`src/rtl/base64_stream_encoder_core_macros.svh`:
```
// Assertion helpers shared by the encoder modules.
`ifndef BASE64_STREAM_ENCODER_CORE_MACROS_SVH
`define BASE64_STREAM_ENCODER_CORE_MACROS_SVH

// Same-cycle implication, off while reset is high.
`define B64SE_ASSERT_NOW(label, clk, rst, ante, cons, msg) \
   label: assert property (@(posedge clk) disable iff (rst) (ante) |-> (cons)) \
      else $error(msg);

// Next-cycle implication, off while reset is high.
`define B64SE_ASSERT_NEXT(label, clk, rst, ante, cons, msg) \
   label: assert property (@(posedge clk) disable iff (rst) (ante) |=> (cons)) \
      else $error(msg);

`endif

```
`src/rtl/b64se_pkg.sv`:
```
`default_nettype none

package b64se_pkg;

   localparam logic [7:0] PAD_CHAR = 8'h3D;
   localparam logic [5:0] SIX_MASK = 6'h3F;

   localparam logic [1:0] HELD_NONE = 2'd0;
   localparam logic [1:0] HELD_ONE  = 2'd1;
   localparam logic [1:0] HELD_TWO  = 2'd2;

   localparam logic [1:0] PAD_NONE = 2'd0;
   localparam logic [1:0] PAD_ONE  = 2'd1;
   localparam logic [1:0] PAD_TWO  = 2'd2;

   localparam logic [1:0] SLOT_FIRST  = 2'd0;
   localparam logic [1:0] SLOT_SECOND = 2'd1;
   localparam logic [1:0] SLOT_THIRD  = 2'd2;
   localparam logic [1:0] SLOT_LAST   = 2'd3;

   typedef struct packed {
      logic [23:0] word;
      logic [1:0]  pad_count;
      logic        last;
   } group_type;

   typedef struct packed {
      logic full;
      logic empty;
   } queue_status_type;

   function automatic logic [7:0] sextet_char(input logic [5:0] sextet);
      logic [7:0] s;
      s = {2'b00, sextet & SIX_MASK};
      if (s < 8'd26) begin
         return s + 8'd65;
      end else if (s < 8'd52) begin
         return s + 8'd71;
      end else if (s < 8'd62) begin
         return s - 8'd4;
      end else if (s == 8'd62) begin
         return 8'h2B;
      end else begin
         return 8'h2F;
      end
   endfunction

endpackage

`default_nettype wire

```
`src/rtl/b64se_front.sv`:
```
`default_nettype none
`include "base64_stream_encoder_core_macros.svh"

module b64se_front (
   input  wire                          clock,
   input  wire                          reset,
   input  wire                          req_tvalid,
   output logic                         req_tready,
   input  wire  [7:0]                   req_tdata,
   input  wire                          req_tlast,
   input  b64se_pkg::queue_status_type  queue_status,
   output logic                         push,
   output b64se_pkg::group_type         push_group
);
   import b64se_pkg::*;

   logic [7:0] first_pending_ff, first_pending_in;
   logic [7:0] second_pending_ff, second_pending_in;
   logic [1:0] pending_count_ff, pending_count_in;
   logic       accept;

   assign req_tready = !queue_status.full;
   assign accept     = req_tvalid && req_tready;

   always_comb begin
      first_pending_in  = first_pending_ff;
      second_pending_in = second_pending_ff;
      pending_count_in  = pending_count_ff;
      push              = 1'b0;
      push_group.word      = {first_pending_ff, second_pending_ff, req_tdata};
      push_group.pad_count = PAD_NONE;
      push_group.last      = req_tlast;
      unique case (pending_count_ff)
         HELD_NONE: begin
            push_group.word      = {req_tdata, 16'h0000};
            push_group.pad_count = PAD_TWO;
            if (accept) begin
               if (req_tlast) begin
                  push = 1'b1;
               end else begin
                  first_pending_in = req_tdata;
                  pending_count_in = HELD_ONE;
               end
            end
         end
         HELD_ONE: begin
            push_group.word      = {first_pending_ff, req_tdata, 8'h00};
            push_group.pad_count = PAD_ONE;
            if (accept) begin
               if (req_tlast) begin
                  push             = 1'b1;
                  pending_count_in = HELD_NONE;
               end else begin
                  second_pending_in = req_tdata;
                  pending_count_in  = HELD_TWO;
               end
            end
         end
         default: begin
            if (accept) begin
               push             = 1'b1;
               pending_count_in = HELD_NONE;
            end
         end
      endcase
   end

   always_ff @(posedge clock) begin
      if (reset) begin
         pending_count_ff  <= HELD_NONE;
         first_pending_ff  <= 8'h00;
         second_pending_ff <= 8'h00;
      end else begin
         pending_count_ff  <= pending_count_in;
         first_pending_ff  <= first_pending_in;
         second_pending_ff <= second_pending_in;
      end
   end

   `B64SE_ASSERT_NOW(a_count_range, clock, reset, 1'b1, pending_count_ff <= HELD_TWO, "pending count out of range")
   `B64SE_ASSERT_NEXT(a_push_clears, clock, reset, push, pending_count_ff == HELD_NONE, "held bytes kept after group")

endmodule

`default_nettype wire

```
`src/rtl/b64se_queue.sv`:
```
`default_nettype none
`include "base64_stream_encoder_core_macros.svh"

module b64se_queue #(
   parameter int DEPTH = 2
) (
   input  wire                          clock,
   input  wire                          reset,
   input  wire                          push,
   input  b64se_pkg::group_type         push_group,
   input  wire                          pop,
   output b64se_pkg::group_type         head_group,
   output b64se_pkg::queue_status_type  queue_status
);
   import b64se_pkg::*;

   localparam int AW = (DEPTH > 1) ? $clog2(DEPTH) : 1;
   localparam int CW = $clog2(DEPTH + 1);

   group_type       slots_ff [DEPTH];
   logic [AW-1:0]   wr_ptr_ff, wr_ptr_in;
   logic [AW-1:0]   rd_ptr_ff, rd_ptr_in;
   logic [CW-1:0]   count_ff, count_in;

   assign queue_status.full  = (count_ff == CW'(DEPTH));
   assign queue_status.empty = (count_ff == '0);
   assign head_group         = slots_ff[rd_ptr_ff];

   always_comb begin
      wr_ptr_in = wr_ptr_ff;
      rd_ptr_in = rd_ptr_ff;
      count_in  = count_ff;
      if (push) begin
         wr_ptr_in = (wr_ptr_ff == AW'(DEPTH - 1)) ? '0 : wr_ptr_ff + 1'b1;
      end
      if (pop) begin
         rd_ptr_in = (rd_ptr_ff == AW'(DEPTH - 1)) ? '0 : rd_ptr_ff + 1'b1;
      end
      if (push && !pop) begin
         count_in = count_ff + 1'b1;
      end else if (pop && !push) begin
         count_in = count_ff - 1'b1;
      end
   end

   always_ff @(posedge clock) begin
      if (reset) begin
         wr_ptr_ff <= '0;
         rd_ptr_ff <= '0;
         count_ff  <= '0;
      end else begin
         wr_ptr_ff <= wr_ptr_in;
         rd_ptr_ff <= rd_ptr_in;
         count_ff  <= count_in;
      end
   end

   always_ff @(posedge clock) begin
      if (push) begin
         slots_ff[wr_ptr_ff] <= push_group;
      end
   end

   `B64SE_ASSERT_NOW(a_no_overflow, clock, reset, push, !queue_status.full, "group pushed into full queue")
   `B64SE_ASSERT_NOW(a_no_underflow, clock, reset, pop, !queue_status.empty, "group popped from empty queue")

endmodule

`default_nettype wire

```
`src/rtl/b64se_back.sv`:
```
`default_nettype none
`include "base64_stream_encoder_core_macros.svh"

module b64se_back (
   input  wire                          clock,
   input  wire                          reset,
   input  b64se_pkg::group_type         head_group,
   input  b64se_pkg::queue_status_type  queue_status,
   output logic                         pop,
   output logic                         rsp_tvalid,
   input  wire                          rsp_tready,
   output logic [7:0]                   rsp_tdata,
   output logic                         rsp_tlast
);
   import b64se_pkg::*;

   logic [1:0] slot_ff, slot_in;
   logic       rsp_tvalid_ff, rsp_tvalid_in;
   logic [7:0] rsp_tdata_ff, rsp_tdata_in;
   logic       rsp_tlast_ff, rsp_tlast_in;
   logic       load;
   logic [7:0] next_char;

   assign load = !queue_status.empty && (!rsp_tvalid_ff || rsp_tready);
   assign pop  = load && (slot_ff == SLOT_LAST);

   always_comb begin
      unique case (slot_ff)
         SLOT_FIRST:  next_char = sextet_char(head_group.word[23:18]);
         SLOT_SECOND: next_char = sextet_char(head_group.word[17:12]);
         SLOT_THIRD:  next_char = (head_group.pad_count == PAD_TWO) ? PAD_CHAR
                                : sextet_char(head_group.word[11:6]);
         default: next_char = (head_group.pad_count != PAD_NONE) ? PAD_CHAR
                            : sextet_char(head_group.word[5:0]);
      endcase
   end

   always_comb begin
      slot_in       = slot_ff;
      rsp_tvalid_in = rsp_tvalid_ff && !rsp_tready;
      rsp_tdata_in  = rsp_tdata_ff;
      rsp_tlast_in  = rsp_tlast_ff;
      if (load) begin
         slot_in       = slot_ff + 1'b1;
         rsp_tvalid_in = 1'b1;
         rsp_tdata_in  = next_char;
         rsp_tlast_in  = (slot_ff == SLOT_LAST) && head_group.last;
      end
   end

   always_ff @(posedge clock) begin
      if (reset) begin
         slot_ff       <= SLOT_FIRST;
         rsp_tvalid_ff <= 1'b0;
      end else begin
         slot_ff       <= slot_in;
         rsp_tvalid_ff <= rsp_tvalid_in;
      end
   end

   always_ff @(posedge clock) begin
      rsp_tdata_ff <= rsp_tdata_in;
      rsp_tlast_ff <= rsp_tlast_in;
   end

   assign rsp_tvalid = rsp_tvalid_ff;
   assign rsp_tdata  = rsp_tdata_ff;
   assign rsp_tlast  = rsp_tlast_ff;

   `B64SE_ASSERT_NOW(a_group_held, clock, reset, slot_ff != SLOT_FIRST, !queue_status.empty, "group left queue mid-emission")

endmodule

`default_nettype wire

```
`src/rtl/base64_stream_encoder_core.sv`:
```
// Streaming base64 encoder (standard alphabet, '=' padding).
// req_*: one raw message byte per word; tlast marks the final byte.
// rsp_*: one ASCII character per word; tlast marks the last character.
// Bytes are gathered into groups of three in the front end; a complete group,
// or a partial one closed by tlast, goes into a small queue of QUEUE_DEPTH
// groups. The back end turns each group into four characters, one per cycle
// while rsp_tready stays high, into an output register.
// A closing byte's group is written into the queue, and its first character
// is then loaded from the queue into the output register.
// Throughput: up to one byte per cycle in while the queue is not full, one
// character per cycle out while rsp_tready is high; the output side sets the
// long-run rate at four characters per three-byte group.
// req_tready drops only while the queue is full.
// Reset clears held bytes, empties the queue and drops the output register's valid flag.
// A stalled rsp_tready holds the current character; the queue then fills and
// the input side backs up.
`default_nettype none

module base64_stream_encoder_core #(
   parameter int QUEUE_DEPTH = 2
) (
   input  wire        clock,
   input  wire        reset,
   input  wire        req_tvalid,
   output logic       req_tready,
   input  wire  [7:0] req_tdata,   // [7:0] data_byte
   input  wire        req_tlast,
   output logic       rsp_tvalid,
   input  wire        rsp_tready,
   output logic [7:0] rsp_tdata,   // [7:0] out_char
   output logic       rsp_tlast
);
   import b64se_pkg::*;

   logic             push;
   logic             pop;
   group_type        push_group;
   group_type        head_group;
   queue_status_type queue_status;

   b64se_front u_front (
      .clock        (clock),
      .reset        (reset),
      .req_tvalid   (req_tvalid),
      .req_tready   (req_tready),
      .req_tdata    (req_tdata),
      .req_tlast    (req_tlast),
      .queue_status (queue_status),
      .push         (push),
      .push_group   (push_group)
   );

   b64se_queue #(
      .DEPTH (QUEUE_DEPTH)
   ) u_queue (
      .clock        (clock),
      .reset        (reset),
      .push         (push),
      .push_group   (push_group),
      .pop          (pop),
      .head_group   (head_group),
      .queue_status (queue_status)
   );

   b64se_back u_back (
      .clock        (clock),
      .reset        (reset),
      .head_group   (head_group),
      .queue_status (queue_status),
      .pop          (pop),
      .rsp_tvalid   (rsp_tvalid),
      .rsp_tready   (rsp_tready),
      .rsp_tdata    (rsp_tdata),
      .rsp_tlast    (rsp_tlast)
   );

endmodule

`default_nettype wire

```
`config.mk`:
```
export PLATFORM = sky130hd
export DESIGN_NAME = base64_stream_encoder_core
export DESIGN_NICKNAME = d
export VERILOG_FILES = /design/src/rtl/b64se_pkg.sv /design/src/rtl/b64se_front.sv /design/src/rtl/b64se_queue.sv /design/src/rtl/b64se_back.sv /design/src/rtl/base64_stream_encoder_core.sv
export VERILOG_INCLUDE_DIRS = /design/src /design/src/rtl
export SDC_FILE = /design/constraint.sdc
export NUM_CORES = 1
export LEC_CHECK = 0
export BUFFER_PORTS_ARGS = -buffer_cell sky130_fd_sc_hd__buf_4
export CAP_MARGIN = 20
export CORE_UTILIZATION = 28
export CTS_CLUSTER_DIAMETER = 120
export DETAILED_ROUTE_END_ITERATION = 8
export MAX_ROUTING_LAYER = met4
export PLACE_DENSITY_LB_ADDON = 0.3
export RECOVER_POWER = 100
export SETUP_SLACK_MARGIN = 0.5
export SLEW_MARGIN = 20
export SYNTH_ARGS = -nofsm -noshare
export SYNTH_HDL_FRONTEND = slang
export SYNTH_HIERARCHICAL = 1
export SYNTH_SLANG_ARGS = --single-unit
```
`constraint.sdc`:
```
create_clock -name clock -period 5.5 [get_ports clock]
set_clock_uncertainty 0.15 [all_clocks]
set_input_delay 1.65 -clock clock [delete_from_list [all_inputs] [get_ports clock]]
set_output_delay 1.65 -clock clock [all_outputs]
set_load 0.02 [all_outputs]
```
Word-level counts from Yosys, hierarchy flattened

Memory sizes are Yosys's and may differ from the RTL's. A register that Yosys moved wholly into a read port is not among the register bits.
Cells that the tools add are included.

Flip-flop bits (word level): 34
RAM bits: 54
Bits of input ports: 13
Output and inout port bits: 11
Logic and storage cells: 114
Memories kept: 1

Add/sub/neg operators: 17
$lt $le $gt $ge: 12
Equal/unequal tests: 11
Multiplexer cells: 39
Bitwise gates (word level): 1
Reductions and logical operators: 23

Memories:

| name             | depth | width | rd ports | clocked after memory_dff | wr ports | line              | text |
|---|---|---|---|---|---|---|---|
| u_queue.slots_ff | 2     | 27    | 1        | 1                        | 1        | b64se_queue.sv:20 | `group_type slots_ff [DEPTH];` |

Operators by type and width:

| operator                                             | number |
|---|---|
| two-way mux 8 bit                                    | 14 |
| adder 6 x 7 -> 8 bit (second input constant)         | 8 |
| case mux 26 bit (2 select lines)                     | 1 |
| < comparator 6 bit (second input constant)           | 8 |
| subtractor 6 x 3 -> 7 bit (second input constant)    | 4 |
| equality test 6 bit (second input constant)          | 4 |
| < comparator 6 x 5 -> 1 bit (second input constant)  | 4 |
| case mux 8 bit (3 select lines)                      | 1 |
| two-way mux 2 bit                                    | 7 |
| two-way mux 3 bit                                    | 4 |
| two-way mux 1 bit                                    | 11 |
| equality test 2 bit (second input constant)          | 4 |
| logical AND 1 bit                                    | 7 |
| zero test 1 bit                                      | 6 |
| zero test 2 bit                                      | 3 |
| AND reduction 3 bit                                  | 2 |
| adder 2 x 1 -> 2 bit (second input constant)         | 2 |
| equality test 2 x 1 -> 1 bit (second input constant) | 2 |
| case mux 2 bit (2 select lines)                      | 1 |
| nonzero test 2 bit                                   | 2 |
| adder 1 bit (second input constant)                  | 2 |
| inequality test 2 bit (second input constant)        | 1 |
| AND reduction 2 bit                                  | 1 |
| OR reduction 2 bit                                   | 1 |
| 3 further kinds                                      | 3 |

Logic depth before layout (Yosys ltp)

Word-level depth: 9
Depth in mapped cells: 12
Gate-level depth less buffers: 9

Hierarchy

Netlist, hierarchy kept.

Modules (own cells, without submodules):

| module      | times used | cells an instance | area each (µm²) | sequential area each (µm²) |
|---|---|---|---|---|
| b64se_back  | 1          | 290               | 2165.8          | 330.3 |
| b64se_queue | 1          | 106               | 2153.3          | 1721.7 |
| b64se_front | 1          | 112               | 1024.7          | 360.3 |

Worst setup path after synthesis

Ideal clock, no wire load.

Path type: input -> register
From: in req_tvalid
To: mem u_queue/slots_ff[0][0] (netlist bit) (enable)
Library setup time: 0.414 ns
Arrival time: 3.213 ns
Required time: 4.936 ns
Slack: 1.723 ns
Stages: 3
Path buffers: 0
Path through: nand2b_1 -> nor2_1 -> nor2b_1

Longest elaborated chain between the ends: 5
Elaborated cells on any way between the ends: 6
Those cells by class: mux: 5; reduce/logical: 1

RTL lines:

| element                                     | line                                 | text |
|---|---|---|
| start: declaration                          | base64_stream_encoder_core.sv:24     | `input wire req_tvalid,` |
| logical AND 1 bit *                         | b64se_front.sv:23                    | `assign accept = req_tvalid && req_tready;` |
| two-way mux 1 bit, on equally long branches | b64se_front.sv:60, b64se_front.sv:49 |  |
| two-way mux 1 bit *                         | --                                   |  |
| via push                                    | base64_stream_encoder_core.sv:35     | `logic push;` |
| two-way mux 1 bit *                         | b64se_queue.sv:59                    | `if (push) begin` |
| two-way mux 1 bit (implied by the code) *   | b64se_queue.sv:60                    | `slots_ff[wr_ptr_ff] <= push_group;` |
| end: declaration                            | b64se_queue.sv:20                    |  |

Mark *: on every way through the listed nets, which the timed path passes. The rest lies on a longest branch.

==> impl_results.md <==
- Outcome: finished, final reports clean
- DR vias: 3850
- YS warnings: 6
- Fillers: 1921
- I/O pins: 24
- Starting DRT DRC Count: 269
- Area growth syn-to-layout: 9.20%
- Endpoints failing setup: 0
- Hold Startpoint: u_front/first_pending_ff[5]$_SDFFE_PP0P_
- Min-Delay Path Class: flop to flop
- Overflow after GRT: 0
- Synth Register Bits: 89
- Final critical-path share of the clock period: 71.6%
- Fmax: 0.254 GHz
- EDFF count, synth: 63
- DRC: 0
- Final Power: 1660 uW
- Die Ht: 140 um
- Most frequent cells after synthesis: edfxtp_1 (63), nand2_1 (37), mux2_2 (36)
- Post-DR wirelength/cell: 15.9 um
- RePlAce Congestion: 0.886
- Main area contributors after synthesis: edfxtp_1 (35%), dfxtp_1 (9.7%), mux2_2 (7.6%)
- Largest net degree at the start of global routing: 35
- Nets@finish: 559
- Synth cell types: 53
- Worst Path Max Fanout: 18
- Area occupied by multi-input gates: 2640 sq um
- Pre-antenna DRT Iters: 5
- Share of cells above drive strength 1: 9.71%
- Max Cap Violations: 0
- Die area: 19600 sq um
- Inserted Diodes: 0
- Final Slew Violations: 0
- Syn_nets: 547
- Transition time of the tightest slew-check pin: 1480 ps
- Via-per-instance ratio: 5.07
- First-pass GRT wire length: 19100 um
- Tmin final: 3940 ps
- Std-Cell Rows: 50
- Slew margin rel.: 1.56%
- CTS Buffer Depth: 2
- Root Driver: clkbuf_16
- Most frequent cell after synthesis: edfxtp_1
- Number of setup buffers added after CTS: 0
- HPWL after DPL: 9010 um
- Fin Setup TNS: 0 ps
- Synthesized area per cell: 10.5 sq um
- Top FF cell, synth: edfxtp_1
- Die W: 140 um
- Gr usage total: 13.0%
- Routed WL: 12100 um
- Final Hold Viols: 0
- Startpoint Class: flop
- Starting Density: 28.6%
- Crit end category: flop
- Leakage: 0.00208 uW
- Place WS: 1790 ps
- CTS tree: built
- Critical path data required time: 5550 ps
- P per Cell Area: 285 nW/um^2
- Async set-reset flop share out of synthesis: 0%
- Resized Gates After CTS: 0
- Largest area contributor in the synthesized netlist: edfxtp_1
- Vias in the first global route: 3648
- Worst Path Arrival: 4000 ps
- H-Tree Depth: 3
- Synth top area share: 35.4%
- Seq/Total Area, Yosys: 45.1%
- CTS buffer count: 9
- Hold_buf cts: 0
- Worst IR Drop VDD: 0.000152 V
- Sequential Area: 2410 sq um
- Clock slew at reported path FFs: 70 ps
- Initial antenna violation count: 0
- Clock Sinks: 89
- Worst-skew pair later-pin latency: 340 ps
- Routed Antenna Nets: 0
- Core ar.: 18700 sq um
- Mapped Area: 5340 sq um
- IO buf count: 23
- Crit Path Class: flop to flop
- Final core occ: 31.2%
- Post-Synthesis Cells: 508
- Unrepaired setup endpoints after global routing: false
- Worst setup margin: 1560 ps
- Post-Layout Cell Count: 759
- Placed insts: 743
-- final timing paths --
check,to,cells past startpoint,slack (ps)
max,u_back/rsp_tdata[3]$_DFFE_PP_,8,1560
min,u_front/first_pending_ff[5]$_SDFFE_PP0P_,2,320
max reg2reg,u_back/rsp_tdata[3]$_DFFE_PP_,8,1560
min reg2reg,u_front/first_pending_ff[5]$_SDFFE_PP0P_,2,320
-- registers in the layout, summed over array words and instances (netlist names), named ones only --
signal and count:
u_back/rsp_tlast 1, u_front/first_pending_ff 8, u_front/second_pending_ff 8, u_queue/slots_ff 54
u_queue/rd_ptr_ff 1, u_queue/count_ff 2, u_front/pending_count_ff 2, u_queue/wr_ptr_ff 1
u_back/rsp_tdata 8, u_back/slot_ff 2, u_back/rsp_tvalid 1
-- logic make-up (layout without fill, tap and decap cells) --
kind of cell | Yosys count | count (layout) | share of synthesized area (%)
xor+xnor | 14 | 14 | 2.29
fa+ha+maj | 26 | 26 | 6.09
compound gates | 114 | 114 | 15.1
simple gates | 155 | 155 | 14.8
mux | 55 | 55 | 11.1
buf+inv | 55 | 72 | 5.38
flops | 89 | 89 | 45.1
-- stage by stage --
step / hold WS [ps] / cell area [sq um]
6_report: 323 / 5840
5_1_grt: 341 / 5840
4_1_cts: 328 / 5930
3_5_place_dp: 319 / 5660
3_3_place_gp: 312 / 5660
2_1_floorplan: 296 / 5340
-- critical path, stage by stage (launching register included) --
cell,delay (ps)
dfxtp_1,860
clkbuf_1,500
mux2_1,500
a21o_1,190
a21oi_1,800
and3_1,290
o21ai_0,90
a22oi_1,250
a2bb2oi_2,150
-- report_power, final --
group	switching, uW	internal, uW
combinational	200	117
sequential	17.3	769
clock	253	308
-- layer usage --
| metal | GRT usage, % | wire length [um] | part of all wire (%) |
|---|---|---|---|
| met4 | 4.28 | 185 | 1.5 |
| met3 | 3.52 | 493 | 4.1 |
| met2 | 19.6 | 5470 | 45 |
| met5 | - | 0 | 0 |
| met1 | 16.9 | 5950 | 49 |
-- cell type report --
cell class              count  area share (%)
repair buffers             27            1.99
flip-flops and latches     89            41.3
inverters                  29            1.87
well taps                 234            5.02
multi-input cells         364            45.2
clock inverters             6           0.708
clock buffers              10            3.92
-- cell usage in the layout (no fill, tap or decap), types with 5 or more instances in the layout --
| cell type | instances |
|---|---|
| edfxtp_1 | 63 |
| nand2_1 | 38 |
| nand2b_1 | 30 |
| nor2_1 | 30 |
| inv_1 | 29 |
| ha_1 | 26 |
| dfxtp_1 | 26 |
| mux2_2 | 25 |
| clkbuf_1 | 24 |
| a21oi_1 | 22 |
| mux2i_1 | 19 |
| o21ai_0 | 17 |
| nor3_1 | 12 |
| a211oi_1 | 12 |
| and2_0 | 12 |
| mux2_1 | 11 |
| xnor2_1 | 10 |
| clkbuf_16 | 9 |
| nand3_1 | 9 |
| o22ai_1 | 9 |
| a31oi_1 | 7 |
| a22o_1 | 6 |
| nor2b_1 | 5 |
| a21o_1 | 5 |
| and3_1 | 5 |
| a22oi_1 | 5 |
| o211ai_1 | 5 |
No activity file was read; power rests on OpenSTA's default activity.
